===== src/design/bmro_pkg.sv =====
package bmro_pkg;

  localparam int BYTE_W = 8;
  localparam logic [BYTE_W-1:0] BYTE_MASK = 8'hFF;

  // Request kinds
  localparam logic [2:0] REQ_RD_BYTE  = 3'd0;
  localparam logic [2:0] REQ_RD_WORD  = 3'd1;
  localparam logic [2:0] REQ_WR_BYTE  = 3'd2;
  localparam logic [2:0] REQ_WR_WORD  = 3'd3;
  localparam logic [2:0] REQ_DBG_BYTE = 3'd4;
  localparam logic [2:0] REQ_DBG_WORD = 3'd5;
  localparam logic [2:0] REQ_SEL_BANK = 3'd6;

  // Bank modes
  localparam logic [1:0] MODE_BANK0    = 2'd0;
  localparam logic [1:0] MODE_EXPLICIT = 2'd1;
  localparam logic [1:0] MODE_CURRENT  = 2'd2;

  // Configuration register indexes
  localparam logic [2:0] CFG_ROM_ENABLED = 3'd0;
  localparam logic [2:0] CFG_ROM_START   = 3'd1;
  localparam logic [2:0] CFG_ROM_SIZE    = 3'd2;
  localparam logic [2:0] CFG_MAIN_SIZE   = 3'd3;
  localparam logic [2:0] CFG_BANK_COUNT  = 3'd4;

  typedef struct packed {
    logic        rom_enabled;
    logic [15:0] rom_start;
    logic [16:0] rom_size;
    logic [16:0] main_size;
    logic [3:0]  bank_count;
  } cfg_t;

  // Decoded access, one per accepted word.
  typedef struct packed {
    logic       err;
    logic       rd;       // successful read
    logic       rd_rom;   // read served by the ROM
    logic       wr_ram;
    logic       wr_rom;
    logic       word;
    logic       odd;
    logic       sel_bank; // successful bank selection
    logic [3:0] tgt_bank;
  } cmd_t;

endpackage


===== src/design/bmro_lane_mem.sv =====
module bmro_lane_mem #(
  parameter int DEPTH = 2,
  parameter int IDX_W = 1
) (
  input  logic                      clk,
  input  logic                      we,
  input  logic                      re,
  input  logic [IDX_W-1:0]          idx,
  input  logic [bmro_pkg::BYTE_W-1:0] wdata,
  output logic [bmro_pkg::BYTE_W-1:0] rdata
);

  logic [bmro_pkg::BYTE_W-1:0] mem [DEPTH];

  always_ff @(posedge clk) begin
    if (we) begin
      mem[idx] <= wdata;
    end
    if (re) begin
      rdata <= mem[idx];
    end
  end

endmodule


===== config.mk =====
export PLATFORM = sky130hd
export DESIGN_NAME = bmro_lane_mem
export DESIGN_NICKNAME = d
export VERILOG_FILES = /design/src/design/bmro_pkg.sv /design/src/design/bmro_lane_mem.sv
export SDC_FILE = /design/constraint.sdc
export NUM_CORES = 1
export LEC_CHECK = 0
export BUFFER_PORTS_ARGS = -buffer_cell sky130_fd_sc_hd__buf_2
export CAP_MARGIN = 5
export CORE_ASPECT_RATIO = 0.75
export CORE_MARGIN = 2
export CORE_UTILIZATION = 45
export DETAILED_ROUTE_END_ITERATION = 7
export PLACE_DENSITY = 0.79
export SYNTH_ARGS = -nofsm -noshare
export SYNTH_HDL_FRONTEND = slang
export SYNTH_SLANG_ARGS = --single-unit

===== constraint.sdc =====
create_clock -name clk -period 0.9 [get_ports clk]
set_input_delay 0.225 -clock clk [delete_from_list [all_inputs] [get_ports clk]]
set_output_delay 0.225 -clock clk [all_outputs]
set_load 0.02 [all_outputs]

==> impl_results.md <==
- Run status: finished, violations left
- Failing checks: setup timing
- Setup Skew: between 0.008 and 0.009 ns
- Initial antenna violation count: 0
- Vias: 369
- Max_slew headroom: 81.05%
- Critical path type: register to output port
- Bufs and invs on worst path: 1
- Gr usage total: 11.70%
- Worst path cell trace: buf_6
- Reg power frac: 58.8%
- 1st-iter DRT viols: 1
- Power Density: 2125 nW/um2
- WP data required: 0.67 ns
- Distinct cell type count after synthesis: 5
- Fin crit share: 119.7%
- Congestion Overflow GR: 0
- Comb power frac: 8.7%
- Synth Instances: 35
- Final worst path period need: 1.077 ns
- Share of flip-flops with an asynchronous set or reset: 0%
- Root buf cell: clkbuf_4
- First-pass GRT wire length: 1.704 mm
- Ys Warns: 0
- Synth Flop Type: edfxtp_1
- Fill count: 131
- Setup-failing EPs final: 13
- Post-synth EDFFs: 24
- Largest area contributor in the netlist: edfxtp_1
- Sw Share: 17.75%
- Sequential-to-total area share from yosys stat: 83.00%
- MaxCap Viol Count: 0
- H-tree lvl count: 1
- F_max: 0.9282 GHz
- ANT nets after route: 0
- Synthesis-to-layout area growth: 23.92%
- DRC Markers: 0
- RSZ-0062 raised after global routing: yes
- Synth top area share: 83.00%
- Layout cells sized above 1: approximately 58%
- Syn_nets: 47
- Nets: 70
- Slowest Stage Delay on Critical Path: about 0.4 ns
- Most frequent cell after synthesis: edfxtp_1
- Post-CTS Hold Fix Bufs: 0
- Port bufs: 19
- Clk sink count: 24
- Wirelength per Cell: 12.78 um
- Worst-path clk slew: around 0.12 ns
- Syn avg cell area: 24.81 um2
- Static Leak: 0.4200 nW
- Synth top cells by count: edfxtp_1, mux2_4, and2_2, and2b_2, buf_6
- Final Routed Wirelength: 1.010 mm
- Clk network pwr share: 32.6%
- Crit-path leading delay family: flip-flops
- Die area: roughly 2300 um2
- DIE WIDTH: 54.73 um
- Yosys reg bits: 24
- Via density per instance: 4.671
- WP data arrival: 0.85 ns
- Slowest CP cell: edfxtp_1
- Slack of the critical path: -0.1773 ns
- Die Y: 42.04 um
- Int Pwr: 1.881 mW
- Post_cts resized: 0
- Setup crit end kind: output port
- Pre-antenna DRT Iters: 2
- Core ar.: ~1800 um2
- N_diodes: 0
- Max FO, Critical Path: 1
- Largest net degree at the start of global routing: 15
- Row cnt: 13
- Worst setup SP type: register
- Worst vdd ir: 0.001648 V
- Final Cell Area: around 1100 um2
- Postcts setup bufs: 0
- Cts bufs inserted: 3
- Tot Pwr: approximately 2.3 mW
- Switching power: 0.4059 mW
- Fin. max-slew vios: 0
- I/O pins: 20
- Slew at the pin with the worst max-slew slack: roughly 0.28 ns
- Final hold violation count: 0
- Clock Path Buffers: 2
- Starting Density: 48.98%
- Largest cells by area after synthesis: edfxtp_1, mux2_4, buf_6
- Area after DPL: 979.7 um2
- Worst skew pair latency: 0.31 ns
- Number of global-route vias before repair: 358
- Placer Congestion: approximately 0.71
- Final core occ: 60.69%
- Hold crit path type: primary input to register
- CTS tree: built
- Post-synthesis cell area: 868.3 um2
-- metrics by stage --
stage / hold WS, ns / instances / worst slack (ns) / setup TNS (ns)
final: 0.09124 / 79 / -0.1773 / -1.349
after global routing: 0.06612 / 79 / -0.2362 / -1.924
after CTS: 0.07725 / 79 / -0.1898 / -1.479
after detailed placement: 0.4181 / 75 / -0.2318 / -4.922
after global placement: 0.4189 / 75 / -0.1901 / -4.259
after floorplan: 0.3239 / 35 / -0.04063 / -0.3250
-- area by class of cell --
cell class	count	area, um2	share of cell area [%]
clock buffer	3	22.52	2.093
sequential	24	720.7	66.98
timing repair buffer	19	138.9	12.91
tap	22	27.53	2.558
multi-input combinational	10	136.4	12.67
clock inverter	1	30.03	2.791
-- cell families (layout without fill, tap and decap cells) --
kind of cell	count (synthesis)	after routing	share of synthesized area [%]
multiplexers	8	8	13.83
AND/OR/NAND/NOR	2	2	1.874
flip-flops	24	24	83.00
buffers and inverters	1	23	1.297
-- registers in the layout (all words and copies together) (netlist names) --
| register | cells |
|---|---|
| mem | 16 |
| rdata | 8 |
-- worst paths after layout --
| path | start | end | slack, ns | cells past startpoint |
|---|---|---|---|---|
| setup reg to reg | mem[1][0]$_DFFE_PP_ | rdata[0]$_DFFE_PP_ | -0.01 | 1 |
| hold / removal | wdata[3] | mem[0][3]$_DFFE_PP_ | 0.09 | 1 |
| setup / recovery | rdata[1]$_DFFE_PP_ | rdata[1] | -0.18 | 1 |
| hold reg to reg | mem[0][0]$_DFFE_PP_ | rdata[0]$_DFFE_PP_ | 0.56 | 1 |
-- cell usage in the layout (no fill, tap or decap) --
cell type / synthesis / layout
and2_2: 1 / 1
and2b_2: 1 / 1
buf_2: 0 / 12
buf_6: 1 / 7
bufinv_16: 0 / 1
clkbuf_4: 0 / 3
edfxtp_1: 24 / 24
mux2_4: 8 / 8
-- metal layers --
metal	GRT usage (%)	up-vias	wire (um)
met4	9.000	0	43
met1	14.04	163	425
li1	-	182	-
met2	15.95	19	457
met5	0	-	0
met3	5.357	5	83
-- power groups by stage --
stage | combinational [mW] | sequential [mW] | clock [mW]
finish | 0.199 | 1.34 | 0.745
global route | 0.217 | 1.35 | 0.831
CTS | 0.177 | 1.34 | 0.772
detailed placement | 0.177 | 1.36 | 0
global placement | 0.173 | 1.36 | 0
floorplan | 0.0830 | 1.40 | 0
Power figures use the tool's default switching activity.
