## config.mk

```make
export PLATFORM = sky130hd
export DESIGN_NAME = bmro_decode
export DESIGN_NICKNAME = d
export VERILOG_FILES = /design/src/design/bmro_pkg.sv /design/src/design/bmro_decode.sv
export SDC_FILE = /design/constraint.sdc
export NUM_CORES = 1
export LEC_CHECK = 0
export ABC_AREA = 1
export BUFFER_PORTS_ARGS = -buffer_cell sky130_fd_sc_hd__buf_2
export CORE_MARGIN = 3
export CORE_UTILIZATION = 45
export DETAILED_ROUTE_END_ITERATION = 6
export PLACE_DENSITY_LB_ADDON = 0.2
export SKIP_LAST_GASP = 1
export SYNTH_ARGS = -nofsm -noshare
export SYNTH_HDL_FRONTEND = slang
export SYNTH_SLANG_ARGS = --single-unit
```

## constraint.sdc

```tcl
create_clock -name vclk -period 9.6
set_input_delay 1.92 -clock vclk [all_inputs]
set_output_delay 1.92 -clock vclk [all_outputs]
set_load 0.02 [all_outputs]
```

## src/design/bmro_pkg.sv

```systemverilog
package bmro_pkg;

  localparam int BYTE_W = 8;
  localparam logic [BYTE_W-1:0] BYTE_MASK = 8'hFF;

  // Request kinds
  localparam logic [2:0] REQ_RD_BYTE  = 3'd0;
  localparam logic [2:0] REQ_RD_WORD  = 3'd1;
  localparam logic [2:0] REQ_WR_BYTE  = 3'd2;
  localparam logic [2:0] REQ_WR_WORD  = 3'd3;
  localparam logic [2:0] REQ_DBG_BYTE = 3'd4;
  localparam logic [2:0] REQ_DBG_WORD = 3'd5;
  localparam logic [2:0] REQ_SEL_BANK = 3'd6;

  // Bank modes
  localparam logic [1:0] MODE_BANK0    = 2'd0;
  localparam logic [1:0] MODE_EXPLICIT = 2'd1;
  localparam logic [1:0] MODE_CURRENT  = 2'd2;

  // Configuration register indexes
  localparam logic [2:0] CFG_ROM_ENABLED = 3'd0;
  localparam logic [2:0] CFG_ROM_START   = 3'd1;
  localparam logic [2:0] CFG_ROM_SIZE    = 3'd2;
  localparam logic [2:0] CFG_MAIN_SIZE   = 3'd3;
  localparam logic [2:0] CFG_BANK_COUNT  = 3'd4;

  typedef struct packed {
    logic        rom_enabled;
    logic [15:0] rom_start;
    logic [16:0] rom_size;
    logic [16:0] main_size;
    logic [3:0]  bank_count;
  } cfg_t;

  // Decoded access, one per accepted word.
  typedef struct packed {
    logic       err;
    logic       rd;       // successful read
    logic       rd_rom;   // read served by the ROM
    logic       wr_ram;
    logic       wr_rom;
    logic       word;
    logic       odd;
    logic       sel_bank; // successful bank selection
    logic [3:0] tgt_bank;
  } cmd_t;

endpackage

```

## src/design/bmro_decode.sv

```systemverilog
module bmro_decode #(
  parameter int ADDR_BITS = 16,
  parameter int NUM_BANKS = 16
) (
  input  bmro_pkg::cfg_t cfg,
  input  logic [3:0]     cur_bank,
  input  logic [2:0]     req_type,
  input  logic [1:0]     bank_mode,
  input  logic [3:0]     bank,
  input  logic [15:0]    addr,
  output bmro_pkg::cmd_t cmd
);

  localparam logic [16:0] SPAN = 17'(1) << ADDR_BITS;
  localparam logic [4:0]  NB   = 5'(NUM_BANKS);

  logic        word;
  logic [16:0] last;
  logic [16:0] ram_limit;
  logic [17:0] rom_end;
  logic        span_err;
  logic        below_limit;
  logic        rom_hit;
  logic        bank_ok;
  logic        b0_rom;
  logic        b0_ram;

  always_comb begin
    word        = req_type[0];
    last        = {1'b0, addr} + 17'(word);
    ram_limit   = (cfg.main_size < SPAN) ? cfg.main_size : SPAN;
    rom_end     = {2'b00, cfg.rom_start} + {1'b0, cfg.rom_size};
    span_err    = last >= SPAN;
    below_limit = last < ram_limit;
    rom_hit     = cfg.rom_enabled && (addr >= cfg.rom_start) && ({1'b0, last} < rom_end);
    bank_ok     = ({1'b0, bank} < {1'b0, cfg.bank_count}) && ({1'b0, bank} < NB);
    // Bank zero read: ROM window first, then RAM below the limit.
    b0_rom      = !span_err && rom_hit;
    b0_ram      = !span_err && !rom_hit && below_limit;

    cmd          = '0;
    cmd.word     = word;
    cmd.odd      = addr[0];
    cmd.tgt_bank = 4'd0;

    case (req_type)
      bmro_pkg::REQ_RD_BYTE, bmro_pkg::REQ_RD_WORD: begin
        case (bank_mode)
          bmro_pkg::MODE_BANK0: begin
            cmd.rd     = b0_rom || b0_ram;
            cmd.rd_rom = b0_rom;
          end
          bmro_pkg::MODE_EXPLICIT: begin
            if (bank == 4'd0) begin
              cmd.rd     = b0_rom || b0_ram;
              cmd.rd_rom = b0_rom;
            end else begin
              cmd.rd       = bank_ok && !span_err;
              cmd.tgt_bank = bank;
            end
          end
          bmro_pkg::MODE_CURRENT: begin
            if (cur_bank == 4'd0) begin
              cmd.rd     = b0_rom || b0_ram;
              cmd.rd_rom = b0_rom;
            end else begin
              cmd.rd       = !span_err;
              cmd.tgt_bank = cur_bank;
            end
          end
          default: cmd.rd = 1'b0;
        endcase
        cmd.err = !cmd.rd;
      end
      bmro_pkg::REQ_WR_BYTE, bmro_pkg::REQ_WR_WORD: begin
        case (bank_mode)
          bmro_pkg::MODE_BANK0: begin
            cmd.wr_ram = below_limit;
          end
          bmro_pkg::MODE_EXPLICIT: begin
            cmd.wr_ram   = below_limit && bank_ok;
            cmd.tgt_bank = bank;
          end
          bmro_pkg::MODE_CURRENT: begin
            cmd.wr_ram   = below_limit;
            cmd.tgt_bank = cur_bank;
          end
          default: cmd.wr_ram = 1'b0;
        endcase
        cmd.err = !cmd.wr_ram;
      end
      bmro_pkg::REQ_DBG_BYTE, bmro_pkg::REQ_DBG_WORD: begin
        cmd.wr_rom = b0_rom;
        cmd.wr_ram = b0_ram;
        cmd.err    = !(b0_rom || b0_ram);
      end
      bmro_pkg::REQ_SEL_BANK: begin
        cmd.sel_bank = bank_ok;
        cmd.tgt_bank = bank;
        cmd.err      = !bank_ok;
      end
      default: cmd.err = 1'b1;
    endcase
  end

endmodule

```

==> summary.txt, run 1 <==
STATUS
----------------------------------------------------------------------------------------
Result of the run ......................................................... complete, no violations

YOSYS
----------------------------------------------------------------------------------------
Most repeated cell in the gate-level netlist after synthesis ..............      nand2_1
Synthesized area per cell .................................................     6.33 um2
Synthesized cell area .....................................................     2800 um2
Most numerous cell types in the synthesized netlist ....................... 101 x nand2_1, 75 x inv_1, 73 x ha_1, 34 x a21oi_1, 26 x nor2_1
Sequential fraction of the synthesis area .................................            0
Leading post-synthesis cells by cell area ................................. ha_1 33%, nand2_1 14%, inv_1 10%
Post-synthesis cell type count ............................................           42
Post-synth net total ......................................................          600
Yosys synthesis warning count .............................................            0
Area fraction of the dominant cell type after synthesis ...................        0.326
Post-Syn Instances ........................................................          442
Dominant cell type by area after synthesis ................................         ha_1

PWR
----------------------------------------------------------------------------------------
Sequential group share of total power .....................................            0
Design internal power .....................................................  0.0000757 W
Maximum vdd drop ..........................................................    0.0250 mV
Standby leakage power .....................................................      1.98 nW
Ratio of total power to cell area .........................................  54.1 nW/um2
Portion of total power attributed to the clock network ....................            0
Switching portion of total power ..........................................        0.582
Fraction of power consumed by combinational cells .........................        1.000
Net load switching power ..................................................   0.000105 W

ROUTE
----------------------------------------------------------------------------------------
Via Count .................................................................         3078
WL/cell ...................................................................      11.7 um
First-pass detailed-route iteration total .................................            4
1st-iter DRT viols ........................................................          147
Via density per instance ..................................................         5.05
Routed WL .................................................................      7130 um
Post-detailed-route count of antenna-violating nets .......................            0
Number of remaining DRC errors ............................................            0

TIMING
----------------------------------------------------------------------------------------
Share of the clock period used by the worst path ..........................        0.731
Setup violation total in the final timing report ..........................            0
Unrepaired setup endpoints after global routing ...........................           no
Final-report max-slew violation count .....................................            0
Hold violation count in the final report ..................................            0
Setup TNS Final ...........................................................         0 ns
Measured slew at the worst slew-check pin .................................     0.633 ns
Post-layout min period ....................................................      7.02 ns
Final-layout worst hold slack .............................................      4.09 ns
Maximum operating frequency ...............................................      143 MHz
Max-slew headroom .........................................................        0.574
Smallest setup slack after layout .........................................      2.58 ns

GLOBAL ROUTING
----------------------------------------------------------------------------------------
Met3 usage ................................................................      0.00388
First-pass GRT wire length ................................................     12300 um
Via count of the first global-routing pass ................................         2864
Most used routing layer in global routing .................................         met2
Maximum number of pins on one net before global-route repair ..............           18
Met2 global-route usage ...................................................        0.348
Overall routing resource usage ............................................        0.198
Met1 GRT Util .............................................................        0.282
Antenna violations before repair ..........................................            0
Final global-route overflow total .........................................            0

CELLS AND AREA
----------------------------------------------------------------------------------------
Sequential cell area ......................................................        0 um2
Share of final-layout standard cells stronger than drive strength 1 .......        0.225
Clock tree buffer count of the final layout ...............................            0
Area of combinational cells with multiple inputs ..........................     2460 um2
FILL cells ................................................................          614
Number of standard cells in the final layout excluding fillers ............          609
Sequential cell count .....................................................            0
Signed area change from the synthesized netlist to the final layout .......        19.7%
Antenna diode count .......................................................            0
Layout Nets ...............................................................          694

WORST SETUP PATH
----------------------------------------------------------------------------------------
Total buffers and inverters traversed by the critical path ................            3
Arrival time at the worst endpoint ........................................      5.10 ns
Category of cells accounting for the largest share of critical-path delay . simple AND/OR/NAND/NOR gates
Critical path type ........................................................ input port to output port
Maximum cell stage delay along the critical path ..........................      0.42 ns
Cell with the biggest individual delay on the critical path ...............         fa_1
Levels on crit path .......................................................           28
Required time reported for the critical path endpoint .....................      7.68 ns
Largest fanout on the critical path .......................................            4
Critical path endpoint category ...........................................  output port
Capture point of the critical path ........................................      cmd[10]
Category of the worst setup path launch point .............................   input port
Top cell by count, worst path .............................................      nand2_1
Startpoint of the worst setup timing path .................................      cfg[21]

WORST HOLD PATH
----------------------------------------------------------------------------------------
Type of the worst min-delay path .......................................... input port to output port

DIE
----------------------------------------------------------------------------------------
Floorplan core area .......................................................     5960 um2
Num ports .................................................................           96
Row Count .................................................................           28
Starting density of the core ..............................................        0.470
Die footprint .............................................................     7200 um2
Horiz. Die Dim ............................................................      84.9 um
Die outline height ........................................................      84.9 um

PLACEMENT
----------------------------------------------------------------------------------------
Placed cell count .........................................................          609
Port Buffer Count .........................................................           96
Half-perimeter wire length after detailed placement .......................      6590 um
Routability cong. .........................................................        0.890
Setup Slack @ Placement ...................................................      2.60 ns

CLOCKING
----------------------------------------------------------------------------------------
Cells resized by post-CTS repair ..........................................            0
Hold-fix buffers, CTS .....................................................            0
Post-CTS Setup Inserts ....................................................            0

FLOW RUN
----------------------------------------------------------------------------------------
Max-Cap Viols .............................................................            0

layout make-up:
type / instances / area share
Multi-Input combinational cell: 356 / 0.736
Timing Repair Buffer: 96 / 0.143
Inverter: 82 / 0.0930
Tap cell: 75 / 0.0280
cells by family after synthesis:
kind of cell | after synthesis | share of synthesized area
AO/OA/AOI/OAI | 73 | 0.160
XOR/XNOR | 26 | 0.0814
adder cells (fa/ha/maj) | 74 | 0.333
buffers and inverters | 86 | 0.120
AND/OR/NAND/NOR | 183 | 0.305
power by group through the flow:
stage	sequential, W	combinational (W)	clock [W]
3_5_place_dp	0	0.000181	0
4_1_cts	0	0.000182	0
2_1_floorplan	0	0.000128	0
6_report	0	0.000181	0
5_1_grt	0	0.000212	0
3_3_place_gp	0	0.000177	0
worst min-delay path by stage:
stage                     depth (start not counted)  endpoint         from  slack (ns)
final                                             2    cmd[5]      addr[0]        4.09
after global routing                              2    cmd[5]      addr[0]        4.12
after detailed placement                          2    cmd[5]      addr[0]        4.09
after floorplan                                   1    cmd[7]  req_type[1]        3.93
after global placement                            2    cmd[5]      addr[0]        4.10
after CTS                                         2    cmd[5]      addr[0]        4.09
layer usage:
| metal | share of wire | vias to the layer above |
|---|---|---|
| li1 | - | 1654 |
| met1 | 0.49 | 1333 |
| met2 | 0.46 | 83 |
| met3 | 0.044 | 8 |
| met4 | 0.011 | 0 |
| met5 | 0 | - |
cells in the final DEF, fill, tap and decap left out, drive strengths merged:
| cell type | count |
|---|---|
| clkinv | 3 |
| o21bai | 2 |
| ha | 73 |
| a211oi | 1 |
| a31oi | 5 |
| xor2 | 19 |
| nand3b | 1 |
| o21ai | 16 |
| a221o | 1 |
| o31ai | 2 |
| a32o | 4 |
| o211ai | 3 |
| nor4 | 5 |
| o211a | 1 |
| or2 | 1 |
| and3 | 2 |
| buf | 96 |
| nand2 | 107 |
| a21o | 3 |
| nor3 | 14 |
| a21oi | 35 |
| inv | 79 |
| nand3 | 25 |
| xnor2 | 7 |
| nor2 | 26 |
| fa | 1 |
| nand4 | 2 |
through the flow:
step	utilization	power [W]	cell area (um2)
2_1_floorplan	-	0.000128	2800
3_3_place_gp	0.562	0.000177	3350
3_5_place_dp	0.562	0.000181	3350
4_1_cts	0.562	0.000182	3350
5_1_grt	0.562	0.000212	3350
6_report	0.562	0.000181	3350
Power figures use the tool's default switching activity.
==> run 2: changes to the inputs <==
clock period = 7.25 ns   (was 9.6 ns; I/O delays follow)
==> summary.txt, run 2 (same netlist as run 1, synthesis figures left out) <==
CELLS AND AREA
----------------------------------------------------------------------------------
Highest-count cells in the layout ignoring fill and taps ............ 101 x nand2_1, 96 x buf_2, 75 x inv_1
Clock tree buffer count of the final layout .........................            0   unchanged
Share of final-layout standard cells stronger than drive strength 1 .        0.225   unchanged
Signed area change from the synthesized netlist to the final layout .        19.7%   unchanged
Sequential cell area ................................................        0 um2   unchanged
FILL cells ..........................................................          614   unchanged
Commonest non-fill, non-tap cell in the layout ......................      nand2_1
Sequential cell count ...............................................            0   unchanged
Antenna diode count .................................................            0   unchanged
Layout Nets .........................................................          694   unchanged

GLOBAL ROUTING
----------------------------------------------------------------------------------
Antenna violations before repair ....................................            0   unchanged
Maximum number of pins on one net before global-route repair ........           18   unchanged
Via count of the first global-routing pass ..........................         2927   +2.2%
First-pass GRT wire length ..........................................     12400 um   +0.72%
Overall routing resource usage ......................................        0.200   +0.00156
Final global-route overflow total ...................................            0   unchanged

ROUTE
----------------------------------------------------------------------------------
Post-detailed-route count of antenna-violating nets .................            0   unchanged
First-pass detailed-route iteration total ...........................            4   unchanged
Routed WL ...........................................................      7210 um   +1.1%
Via density per instance ............................................         4.98   -1.6%
1st-iter DRT viols ..................................................          113   -23%
WL/cell .............................................................      11.8 um   +1.1%
Number of remaining DRC errors ......................................            0   unchanged
Via Count ...........................................................         3030   -1.6%

WORST SETUP PATH
----------------------------------------------------------------------------------
Arrival time at the worst endpoint ..................................      4.64 ns   -0.46 ns
Category of the worst setup path launch point .......................   input port
Critical path type .................................................. input port to output port
Critical path endpoint category .....................................  output port
Largest fanout on the critical path .................................            4   unchanged
Required time reported for the critical path endpoint ...............      5.80 ns   -1.88 ns

TIMING
----------------------------------------------------------------------------------
Hold violation count in the final report ............................            0   unchanged
Final-report max-slew violation count ...............................            0   unchanged
Unrepaired setup endpoints after global routing .....................           no
Maximum operating frequency .........................................      164 MHz
Max-slew headroom ...................................................        0.575   about the same
Setup TNS Final .....................................................         0 ns   unchanged
Measured slew at the worst slew-check pin ...........................     0.632 ns   -0.000720 ns
Post-layout min period ..............................................      6.09 ns
Share of the clock period used by the worst path ....................        0.840
Setup violation total in the final timing report ....................            0   unchanged

DIE
----------------------------------------------------------------------------------
Floorplan core area .................................................     5960 um2   unchanged
Die footprint .......................................................     7200 um2   unchanged
Row Count ...........................................................           28   unchanged
Starting density of the core ........................................        0.470   unchanged
Die outline height ..................................................      84.9 um   unchanged
Horiz. Die Dim ......................................................      84.9 um   unchanged
Num ports ...........................................................           96   unchanged

WORST HOLD PATH
----------------------------------------------------------------------------------
Type of the worst min-delay path .................................... input port to output port

PWR
----------------------------------------------------------------------------------
Maximum vdd drop ....................................................    0.0334 mV   +34%
Overall power .......................................................   0.000241 W   +33%
Ratio of total power to cell area ...................................  71.9 nW/um2   +33%
Standby leakage power ...............................................      1.98 nW   unchanged

PLACEMENT
----------------------------------------------------------------------------------
Routability cong. ...................................................        0.888   -0.19%
Half-perimeter wire length after detailed placement .................      6630 um   +0.55%
Port Buffer Count ...................................................           96   unchanged

CLOCKING
----------------------------------------------------------------------------------
Post-CTS Setup Inserts ..............................................            0   unchanged
Cells resized by post-CTS repair ....................................            0   unchanged
Hold-fix buffers, CTS ...............................................            0   unchanged

STATUS
----------------------------------------------------------------------------------
Result of the run ................................................... complete, no violations

FLOW RUN
----------------------------------------------------------------------------------
Max-Cap Viols .......................................................            0   unchanged

## run 2: cell counts in the layout (fill, tap and decap cells not counted)
No cell type changed its count.
## run 2: area by class of cell
type	count	area, um2	area share
Inverter	82	312	0.0930
Multi-Input combinational cell	356	2460	0.736
Tap cell	75	93.8	0.0280
Timing Repair Buffer	96	480	0.143
## run 2: worst max-delay path, cell delays in order
cell      delay [ns]
buf_2           0.11
ha_1            0.18
nand3_1         0.15
nor3_2          0.26
nand3_1         0.16
nand3b_1        0.22
nor2_1          0.12
nand2_1         0.10
nor3_2          0.14
xor2_1          0.27
ha_1            0.28
nand2_1         0.06
inv_1           0.04
o21ai_0         0.07
nand2_1         0.07
nor2_1          0.13
nand3_1         0.11
nor2_1          0.17
clkinv_2        0.09
nand2_2         0.06
nand2_1         0.05
nand2_1         0.07
nand2_2         0.05
nand2_1         0.05
nand2_1         0.04
buf_2           0.15
## run 2: where the power goes
part,internal (W),switching [W]
combinational,0.000100,0.000141
sequential,0,0
clock,0,0
## run 2: final timing paths
path  cells after the start  endpoint  slack [ns]   startpoint
max                      26   cmd[11]        1.16  req_type[0]
min                       2    cmd[5]        3.15      addr[0]
## run 2: per-layer routing
layer	up-vias	track usage	share of wire
met5	-	0	0
met4	0	0.0187	0.0087
met3	8	0.00874	0.046
met2	75	0.354	0.46
met1	1288	0.278	0.49
li1	1659	-	-
## run 2: through the flow
stage                     area [um2]  hold slack, ns  instances  utilization  setup WS [ns]
final                           3350            3.15        609        0.562           1.16
after global routing            3350            3.17        609        0.562          0.685
after CTS                       3350            3.16        609        0.562           1.15
after detailed placement        3350            3.15        609        0.562           1.17
after global placement          3350            3.16        609        0.562           1.23
after floorplan                 2800            2.99        442            -           1.39
